`config.mk`:
```
export PLATFORM = sky130hd
export DESIGN_NAME = lis_ctrl
export DESIGN_NICKNAME = d
export VERILOG_FILES = /design/src/design/lis_pkg.sv /design/src/design/lis_ctrl.sv
export SDC_FILE = /design/constraint.sdc
export NUM_CORES = 1
export LEC_CHECK = 0
export BUFFER_PORTS_ARGS = -buffer_cell sky130_fd_sc_hd__clkbuf_2
export CAP_MARGIN = 20
export CORE_AREA = 2 2 39 41
export CTS_BUF_LIST = sky130_fd_sc_hd__clkbuf_8
export CTS_CLUSTER_DIAMETER = 60
export DETAILED_ROUTE_END_ITERATION = 7
export DIE_AREA = 0 0 41 43
export PLACE_DENSITY = 0.41
export SYNTH_ARGS = -nofsm -noshare
export SYNTH_HDL_FRONTEND = slang
export SYNTH_SLANG_ARGS = --single-unit
```
`constraint.sdc`:
```
create_clock -name clk -period 1.7 [get_ports clk]
set_clock_uncertainty 0.05 [all_clocks]
set_input_delay 0.085 -clock clk [delete_from_list [all_inputs] [get_ports clk]]
set_output_delay 0.085 -clock clk [all_outputs]
set_load 0.05 [all_outputs]
```
`src/design/lis_pkg.sv`:
```
// Shared types and constants for the longest ideal subsequence core.
// No dependencies; compiled first.
package lis_pkg;

  localparam int DEF_ALPHABET     = 26;
  localparam int DEF_LENGTH_WIDTH = 17;
  localparam int LETTER_W         = 5;
  localparam int WINDOW_W         = 5;
  localparam int OUT_W            = 17;

  typedef struct packed {
    logic [LETTER_W-1:0] letter;
    logic                first;
  } item_t;

  typedef struct packed {
    logic [OUT_W-1:0] best_length;
    logic [OUT_W-1:0] ending_here;
  } result_t;

  typedef logic [WINDOW_W-1:0] window_t;

  typedef enum logic [2:0] {
    S_IDLE  = 3'b001,
    S_MAX   = 3'b010,
    S_WRITE = 3'b100
  } state_t;

  // Controller to datapath.
  typedef struct packed {
    logic accept;     // take the input word, clear on first
    logic load_peak;  // register the windowed maximum
    logic commit;     // write table, best and result register
  } ctl_cmd_t;

  // Datapath to controller.
  typedef struct packed {
    logic out_free;   // result register can take a word this cycle
  } dp_status_t;

endpackage

```
`src/design/lis_ctrl.sv`:
```
// Controller: sequences accept, max search and table write for each word.
// Depends on lis_pkg.
module lis_ctrl import lis_pkg::*; (
  input  logic       clk,
  input  logic       rst,
  input  logic       in_valid,
  output logic       in_ready,
  input  dp_status_t status,
  output ctl_cmd_t   cmd
);

  state_t state;
  state_t state_next;

  always_comb begin
    state_next    = state;
    cmd           = '0;
    in_ready      = 1'b0;
    unique case (state)
      S_IDLE: begin
        in_ready = 1'b1;
      end
      S_MAX: begin
        cmd.load_peak = 1'b1;
        state_next    = S_WRITE;
      end
      S_WRITE: begin
        // hold until the result register frees up
        if (status.out_free) begin
          cmd.commit = 1'b1;
          in_ready   = 1'b1;
          state_next = S_IDLE;
        end
      end
      default: begin
        state_next = S_IDLE;
      end
    endcase
    cmd.accept = in_valid && in_ready;
    if (cmd.accept) begin
      state_next = S_MAX;
    end
  end

  always_ff @(posedge clk) begin
    if (rst) begin
      state <= S_IDLE;
    end else begin
      state <= state_next;
    end
  end

endmodule

```
==> impl_results.md <==
* Mapped Cells at 21
* Chip width at 41 um
* Final slew viol count at 0
* Clk slew on worst S/H paths at 0.03 ns
* DRT Pass-1 Iters at 1
* Routed Antenna Nets at 0
* Initial Utilization at 12.57%
* Die Ht at 43 um
* CP endpoint kind: output port
* CTS Buf Count at 3
* Flops & latches, synth at 3
* Setup Fix Bufs, Post-CTS at 0
* Remaining DRCs at 0
* Final min period at 1.517 ns
* RSZ-0062 raised after global routing: false
* Slew HR at 83.02%
* Wire per inst at 8.833 um
* Registers with the most flip-flops: state (3)
* Post-synthesis sequential area ratio at 34.53%
* Hold Path End: state[1]$_SDFFE_PP0P_
* Measured slew at the worst slew-check pin at 0.2508 ns
* NetSw at 0.00008714 W
* Top cell type's share of synthesized area at 34.53%
* WS Path Type: reg2out
* # diodes at 0
* FF-to-FF End: state[0]$_SDFFE_PP1P_
* Sequential share of power at 24.9%
* Via/cell ratio at 3.854
* Final setup violation count at 0
* Fmax at 659.0 MHz
* Antenna violations before repair at 0
* Leakage at 0.1251 nW
* Hold Fails Final Rpt at 0
* Clk sinks at 3
* Worst hold start: in_valid
* # fillers at 164
* Largest net degree at the start of global routing at 8
* Die ar. at 1763 um^2
* Syn-to-layout area delta at 61.87%
* Power per cell area at 1190 nW/um^2
* HP Class: in2reg
* CTS Hold Bufs at 1
* Critical path data required time at 1.56 ns
* RR Startpoint: state[2]$_SDFFE_PP0P_
* Hold slack at 0.1064 ns
* Part of the power in combinational logic at 16.5%
* Largest cells by area after synthesis: dfxtp_1, nor3b_1, and3_1, nor3_1, a21oi_2
* YS warnings at 0
* Core box area at 1384 um^2
* R2r setup slk at 0.62 ns
* Largest area contributor in the netlist: dfxtp_1
* Peak VDD IR at 0.0003913 V
* Routed WL at 424 um
* First-pass GRT wire length at 614 um
* Register-to-Register Path Depth at 3
* Cell Rows at 14
* Switching Fraction at 26.00%
* Placed Cells at 43
* Synth cell types at 15
* Post-cts sizing count at 0
* Setup TNS at 0 ns
* Startpoint Class: register
* Vias post-DR at 185
* I/O pins at 8
* Total Power at 0.0003351 W
* Total global routing overflow at 0
* Syn_area_per_cell at 8.282 um^2
* Initial DRC Count at 0
* Post-Layout Cell Count at 48
* H-tree Lvls at 1
* TritonCTS clock tree: done
* Clk_lat worst skew at 0.21 ns
* Ratio of cells with drive above 1 in the final layout at 43.75%
* Global Route Usage Sum at 5.110%
* Final core utilization at 20.34%
* Pint at 0.0002480 W
* Max FFs per register at 3
* Mapped Nets at 25
* Vias in the first global route at 165
* Status: completed
* WHS Path Cells at 2
* # Max-Cap Violations at 0
* Detailed placer's ending HPWL at 318.9 um
* CTS Buffer Depth at 2
* Syn Std Cell Area at 173.9 um^2
* Routability Congestion at 0.5628
* Clock root buffer: clkbuf_8
* Final worst-path cycle share at 89.26%
* Biggest register: state
* Clock power frac at 58.6%
* Critical Path Fanout Max at 7
* I/O Buffers at 7
* Nets at 37
* Critical path arrival at 1.38 ns
[layer usage]
metal	share of wire (%)	global-route usage, %	vias to the layer above
met5	0	0	-
met4	0	2.000	0
met3	6.4	3.141	0
met2	51	7.813	6
met1	42	5.431	84
li1	-	-	95
[worst max path at each step]
stage                                     start     end  slack (ns)
after global routing      state[0]$_SDFFE_PP1P_  cmd[2]        0.08
after global placement    state[0]$_SDFFE_PP1P_  cmd[2]        0.41
after detailed placement  state[0]$_SDFFE_PP1P_  cmd[2]        0.40
after CTS                 state[0]$_SDFFE_PP1P_  cmd[2]        0.17
after floorplan           state[0]$_SDFFE_PP1P_  cmd[2]        0.06
final                     state[0]$_SDFFE_PP1P_  cmd[2]        0.18
[cell type report]
| cell class | instances | area [um^2] | area share (%) |
|---|---|---|---|
| clock buffers | 3 | 41.29 | 14.67 |
| multi-input cells | 15 | 103.9 | 36.89 |
| repair buffers | 8 | 45.04 | 16.00 |
| flip-flops and latches | 3 | 60.06 | 21.33 |
| well taps | 16 | 20.02 | 7.111 |
| clock inverters | 1 | 3.754 | 1.333 |
| inverters | 2 | 7.507 | 2.667 |
[worst max-delay path, cell delays in order (launching register included)]
cell	delay, ns
dfxtp_1	0.37
nand3b_1	0.22
a21oi_2	0.17
and2_2	0.15
clkbuf_2	0.26
[Yosys cell counts]
master,count
nor3_1,2
nand2b_2,1
o21ai_0,1
dfxtp_1,3
nor2b_1,1
a21oi_2,1
inv_1,2
and3_1,2
nand3b_1,1
o311ai_1,1
a21oi_1,1
buf_4,1
nor3b_1,2
and2_2,1
nor2_1,1
[power by group through the flow]
stage	clock network [W]	registers (W)	logic (W)
after global routing	0.000206	0.0000844	0.0000597
after CTS	0.000201	0.0000833	0.0000556
final	0.000197	0.0000833	0.0000553
after floorplan	0	0.0000821	0.0000442
after global placement	0	0.0000846	0.0000537
after detailed placement	0	0.0000843	0.0000538
[through the flow]
step	instance area [um^2]	worst slack [ns]
after floorplan	178.9	0.06209
after global placement	226.5	0.4071
after detailed placement	226.5	0.3990
after CTS	281.5	0.1745
after global routing	281.5	0.08056
final	281.5	0.1825
[cells by family after synthesis]
logic type	synth area share, %
buffers and inverters	8.636
AND/OR/NAND/NOR	41.01
AO/OA/AOI/OAI	15.82
flip-flops	34.53
[cell usage in the layout, fill, tap and decap left out, drive strengths merged]
master | synthesis | routed
nand2b | 1 | 1
nand3b | 1 | 1
nor2 | 1 | 1
dlygate4sd3 | 0 | 1
o311ai | 1 | 1
nor2b | 1 | 1
nor3b | 2 | 2
nor3 | 2 | 2
inv | 2 | 3
and3 | 2 | 2
a21oi | 2 | 2
o21ai | 1 | 1
and2 | 1 | 1
clkbuf | 0 | 10
dfxtp | 3 | 3
No activity file was read; power rests on OpenSTA's default activity.
