[src/design/lis_pkg.sv]
// Shared types and constants for the longest ideal subsequence core.
// No dependencies; compiled first.
package lis_pkg;

  localparam int DEF_ALPHABET     = 26;
  localparam int DEF_LENGTH_WIDTH = 17;
  localparam int LETTER_W         = 5;
  localparam int WINDOW_W         = 5;
  localparam int OUT_W            = 17;

  typedef struct packed {
    logic [LETTER_W-1:0] letter;
    logic                first;
  } item_t;

  typedef struct packed {
    logic [OUT_W-1:0] best_length;
    logic [OUT_W-1:0] ending_here;
  } result_t;

  typedef logic [WINDOW_W-1:0] window_t;

  typedef enum logic [2:0] {
    S_IDLE  = 3'b001,
    S_MAX   = 3'b010,
    S_WRITE = 3'b100
  } state_t;

  // Controller to datapath.
  typedef struct packed {
    logic accept;     // take the input word, clear on first
    logic load_peak;  // register the windowed maximum
    logic commit;     // write table, best and result register
  } ctl_cmd_t;

  // Datapath to controller.
  typedef struct packed {
    logic out_free;   // result register can take a word this cycle
  } dp_status_t;

endpackage

[src/design/lis_datapath.sv]
// Datapath: length table, windowed maximum tree, best tracker, result register.
// Depends on lis_pkg.
module lis_datapath import lis_pkg::*; #(
  parameter int ALPHABET     = DEF_ALPHABET,
  parameter int LENGTH_WIDTH = DEF_LENGTH_WIDTH
) (
  input  logic                clk,
  input  logic                rst,
  input  ctl_cmd_t            cmd,
  output dp_status_t          status,
  input  logic [LETTER_W-1:0] in_letter,
  input  logic                in_first,
  input  logic                cfg_we,
  input  window_t             cfg_window,
  input  logic                out_ready,
  output logic                out_valid,
  output logic [OUT_W-1:0]    out_best,
  output logic [OUT_W-1:0]    out_here
);

  // Letters above 2**LETTER_W-1 cannot arrive, so deeper entries would stay zero.
  localparam int Depth  = (ALPHABET < (1 << LETTER_W)) ? ALPHABET : (1 << LETTER_W);
  localparam int IdxW   = (Depth > 1) ? $clog2(Depth) : 1;
  localparam int Leaves = 1 << IdxW;
  localparam int Nodes  = 2 * Leaves - 1;
  localparam logic [8:0] AlphaLimit = 9'(ALPHABET);

  typedef logic [LENGTH_WIDTH-1:0] len_t;

  len_t                len_table [Leaves];
  len_t                best;
  len_t                peak;
  window_t             window;
  logic [LETTER_W-1:0] letter_q;

  len_t                node [Nodes];
  logic                in_range;
  len_t                here;
  len_t                best_next;

  assign in_range = {4'b0, letter_q} < AlphaLimit;

  // Masked leaves, then a max tree from the bottom level up.
  always_comb begin
    logic [LETTER_W:0] lv;
    logic [LETTER_W:0] jv;
    logic [LETTER_W:0] gap;
    lv = {1'b0, letter_q};
    for (int j = 0; j < Leaves; j++) begin
      jv  = (LETTER_W + 1)'(j);
      gap = (lv >= jv) ? (lv - jv) : (jv - lv);
      node[Leaves - 1 + j] = (gap <= {1'b0, window}) ? len_table[j] : '0;
    end
    for (int i = Leaves - 2; i >= 0; i--) begin
      node[i] = (node[2*i+1] >= node[2*i+2]) ? node[2*i+1] : node[2*i+2];
    end
  end

  always_comb begin
    if (!in_range) begin
      here = '0;
    end else if (peak == '1) begin
      here = peak;  // saturate
    end else begin
      here = peak + LENGTH_WIDTH'(1);
    end
    best_next = (here > best) ? here : best;
  end

  assign status.out_free = !out_valid || out_ready;

  always_ff @(posedge clk) begin
    if (rst) begin
      window <= '0;
    end else if (cfg_we) begin
      window <= cfg_window;
    end
  end

  always_ff @(posedge clk) begin
    if (cmd.accept) begin
      letter_q <= in_letter;
    end
    if (cmd.load_peak) begin
      peak <= node[0];
    end
  end

  // A clear on a new string overrides the write of the word just finishing.
  always_ff @(posedge clk) begin
    if (rst) begin
      for (int j = 0; j < Leaves; j++) begin
        len_table[j] <= '0;
      end
      best <= '0;
    end else if (cmd.accept && in_first) begin
      for (int j = 0; j < Leaves; j++) begin
        len_table[j] <= '0;
      end
      best <= '0;
    end else if (cmd.commit) begin
      if (in_range) begin
        len_table[letter_q[IdxW-1:0]] <= here;
      end
      best <= best_next;
    end
  end

  always_ff @(posedge clk) begin
    if (rst) begin
      out_valid <= 1'b0;
    end else if (cmd.commit) begin
      out_valid <= 1'b1;
    end else if (out_ready) begin
      out_valid <= 1'b0;
    end
  end

  always_ff @(posedge clk) begin
    if (cmd.commit) begin
      out_best <= OUT_W'(best_next);
      out_here <= OUT_W'(here);
    end
  end

endmodule

[config.mk]
export PLATFORM = sky130hd
export DESIGN_NAME = lis_datapath
export DESIGN_NICKNAME = d
export VERILOG_FILES = /design/src/design/lis_pkg.sv /design/src/design/lis_datapath.sv
export SDC_FILE = /design/constraint.sdc
export NUM_CORES = 2
export LEC_CHECK = 0
export BUFFER_PORTS_ARGS = -buffer_cell sky130_fd_sc_hd__buf_2
export CAP_MARGIN = 20
export CORE_UTILIZATION = 40
export DETAILED_ROUTE_END_ITERATION = 12
export GPL_TIMING_DRIVEN = 0
export SLEW_MARGIN = 25
export SYNTH_ARGS = -nofsm -noshare
export SYNTH_HDL_FRONTEND = slang
export SYNTH_SLANG_ARGS = --single-unit
export TNS_END_PERCENT = 1
[constraint.sdc]
create_clock -name clk -period 16.3 [get_ports clk]
set_input_delay 0.815 -clock clk [delete_from_list [all_inputs] [get_ports clk]]
set_output_delay 0.815 -clock clk [all_outputs]
set_load 0.005 [all_outputs]
==> impl_results.md <==
- Minimum clock period: 15.81 ns
- Final Cycle Share: 97.0%
- # setup viols final: 0
- Top-count cell post-synth: nor2_1
- Post-synthesis instance total: 5,930
- Wire length per cell: 25.6 µm
- Longest Clk Path Bufs: 3
- Post-synthesis sequential area ratio: 34.8%
- Crit Path Max Fanout: 10
- Number of synthesized register bits: 623
- Crit. End Element: register
- Hold WS: 0.297 ns
- Overflow after GRT: 0
- Chip height: 366 µm
- Area delta synth->final: 11.8%
- Fin Clk Skew: 0.0360 ns
- HP Class: primary input to register
- Largest net degree at the start of global routing: 40
- Worst Path Required: 16.68 ns
- Dominant synthesized flop cell: edfxtp_1
- Synthesized area: 53,100 µm²
- Achievable Freq: 63.2 MHz
- Startpoint class of the critical path: register
- DRC viols: 0
- Post-synth EDFFs: 600
- Port Buf Inserts: 51
- Core area: 131,000 µm²
- Fraction of registers with async set/reset: 0%
- Share of layout cells above drive strength 1: 11.9%
- First-pass GRT wire length: 297 mm
- Area of the multi-input gates: 32,400 µm²
- Worst-Skew Late Latency: 0.69 ns
- Detailed-route via count: 47,100
- Post-layout util: 45.1%
- Fin area: 59,300 µm²
- Yosys top cell area share: 34.0%
- DP Area: 55,800 µm²
- Router iterations before antenna repair: 6
- Status: complete, no violations
- Syn nets: 6,653
- H-tree depth: 3
- Total track usage: 29.6%
- Vias in the first global route: 45,600
- Most common library cells after synthesis: nor2_1, ha_1, edfxtp_1
- Number of I/O pins: 54
- CTS tree: yes
- Hpwl dp: 157 mm
- Slew @ Worst Pin: 1.15 ns
- Root Driver: clkbuf_16
- Die area: 134,000 µm²
- Reg area: 18,500 µm²
- DRT iter0 DRCs: 4,792
- Gp weighted congestion: 1.02
- Clk slew on worst S/H paths: 0.06 ns
- Syn avg cell area: 8.95 µm²
- Num CTS Buffers: 75
- Crit path DAT: 16.19 ns
- Yosys Warn Count: 0
- Initial Utilization: 40.4%
- Cell accounting for the most synthesized area: edfxtp_1
- DR vias/cell: 5.94
- Slowest-stage cell, CP: xnor2_2
- Chip Width: 366 µm
- CP Class: register to register
- WL final: 203 mm
- Max-slew headroom: 23.3%
- Post-synthesis cell type count: 112
- Final #Nets: 6,831
- Count of standard-cell rows: 133
- Antenna violations before repair: 4
- CP max stage delay: 0.87 ns
- Final ANT Viol Nets: 0
- # fillers: 12,700
- Top cells by area, synth: edfxtp_1, ha_1, nor2_1
- Max Cap Viol: 0
- CTS Sinks: 623
- Max-slew violation total from the final report: 0
- Fin. Hold Viols: 0
[state kept, by name, indices dropped and copies added (netlist names)]
signal     flops
letter_q       5
window         5
best          17
peak          17
out_here      17
out_valid      1
out_best      17
len_table    544
[routing by layer]
layer  share of wire [%]  track usage [%]  vias to the layer above
met5                   0                0                        -
met4                 4.6             12.4                        0
met3                 6.8             4.55                      403
met2                  45             47.9                     1751
met1                  43             39.1                    22900
li1                    -                -                    22100
[kinds of logic (layout without fill, tap and decap cells)]
group / after synthesis / count (layout) / synth area share, %
XOR/XNOR: 70 / 70 / 1.16
AND/OR/NAND/NOR: 2363 / 2363 / 21.0
buffers and inverters: 640 / 878 / 5.04
AO/OA/AOI/OAI: 1365 / 1365 / 18.1
multiplexers: 164 / 164 / 3.26
flip-flops: 623 / 623 / 34.8
other: 0 / 1 / 0
adder cells (fa/ha/maj): 705 / 705 / 16.6
[worst max-delay path, delay by kind of cell (launching register included)]
kind	cells	cell delay [ns]
compound gates	32	6.57
buf+inv	10	3.41
fa+ha+maj	6	1.75
simple gates	6	1.30
mux	3	1.01
xor+xnor	1	0.87
flops	1	0.53
[final timing paths]
check / startpoint / end / slack [ns] / cells past startpoint
hold reg to reg: best[14] / best[14] / 0.50 / 2
setup reg to reg: letter_q[2] / peak[7] / 0.49 / 58
setup / recovery: letter_q[2] / peak[7] / 0.49 / 58
hold / removal: in_letter[2] / letter_q[2] / 0.30 / 1
[per-stage QoR]
step / setup WS [ns] / TNS [ns] / instances
floorplan: 2.28 / 0 / 5930
global placement: -2.74 / -43.84 / 7736
detailed placement: -2.15 / -34.27 / 7747
CTS: 0.00733 / 0 / 7893
global route: -0.0637 / -0.384 / 7923
finish: 0.488 / 0 / 7924
[cells in the final DEF, fill, tap and decap left out, drive strengths merged, types with 16 or more instances in the layout]
master,n
or2,52
dfxtp,23
o22ai,29
xnor2,60
a21o,156
clkinv,31
a21boi,38
ha,705
o2bb2ai,17
and3,99
nand2,461
o221ai,20
a211oi,69
nor3,111
a21oi,345
a31oi,35
o211ai,185
nor2b,67
nor2,942
nand3,221
o21ai,215
o211a,54
buf,236
a22oi,24
and2,148
nand4,115
nor4b,18
mux2i,108
o21a,63
inv,270
mux2,56
nand2b,38
nor4,18
nor3b,20
edfxtp,600
and4,16
clkbuf,327
[repair_timing]
item / 4_1_cts / 5_1_grt
pin swaps: 5 / 17
resized for setup: 82 / 156
hold endpoints to repair: 0 / 0
hold buffers: 0 / 0
setup buffers: 11 / 33
setup endpoints to repair: 17 / 17
[layout make-up]
class,instances,share of cell area [%]
inverters,268,1.72
repair buffers,106,1.43
diodes,1,0.00422
multi-input cells,4667,54.6
plain buffers,367,3.08
well taps,1755,3.70
clock buffers,92,3.36
flip-flops and latches,623,31.1
clock inverters,45,0.930
Power is not shown: default switching activity piles up to over one toggle a cycle in this logic, so the estimate is an artifact.
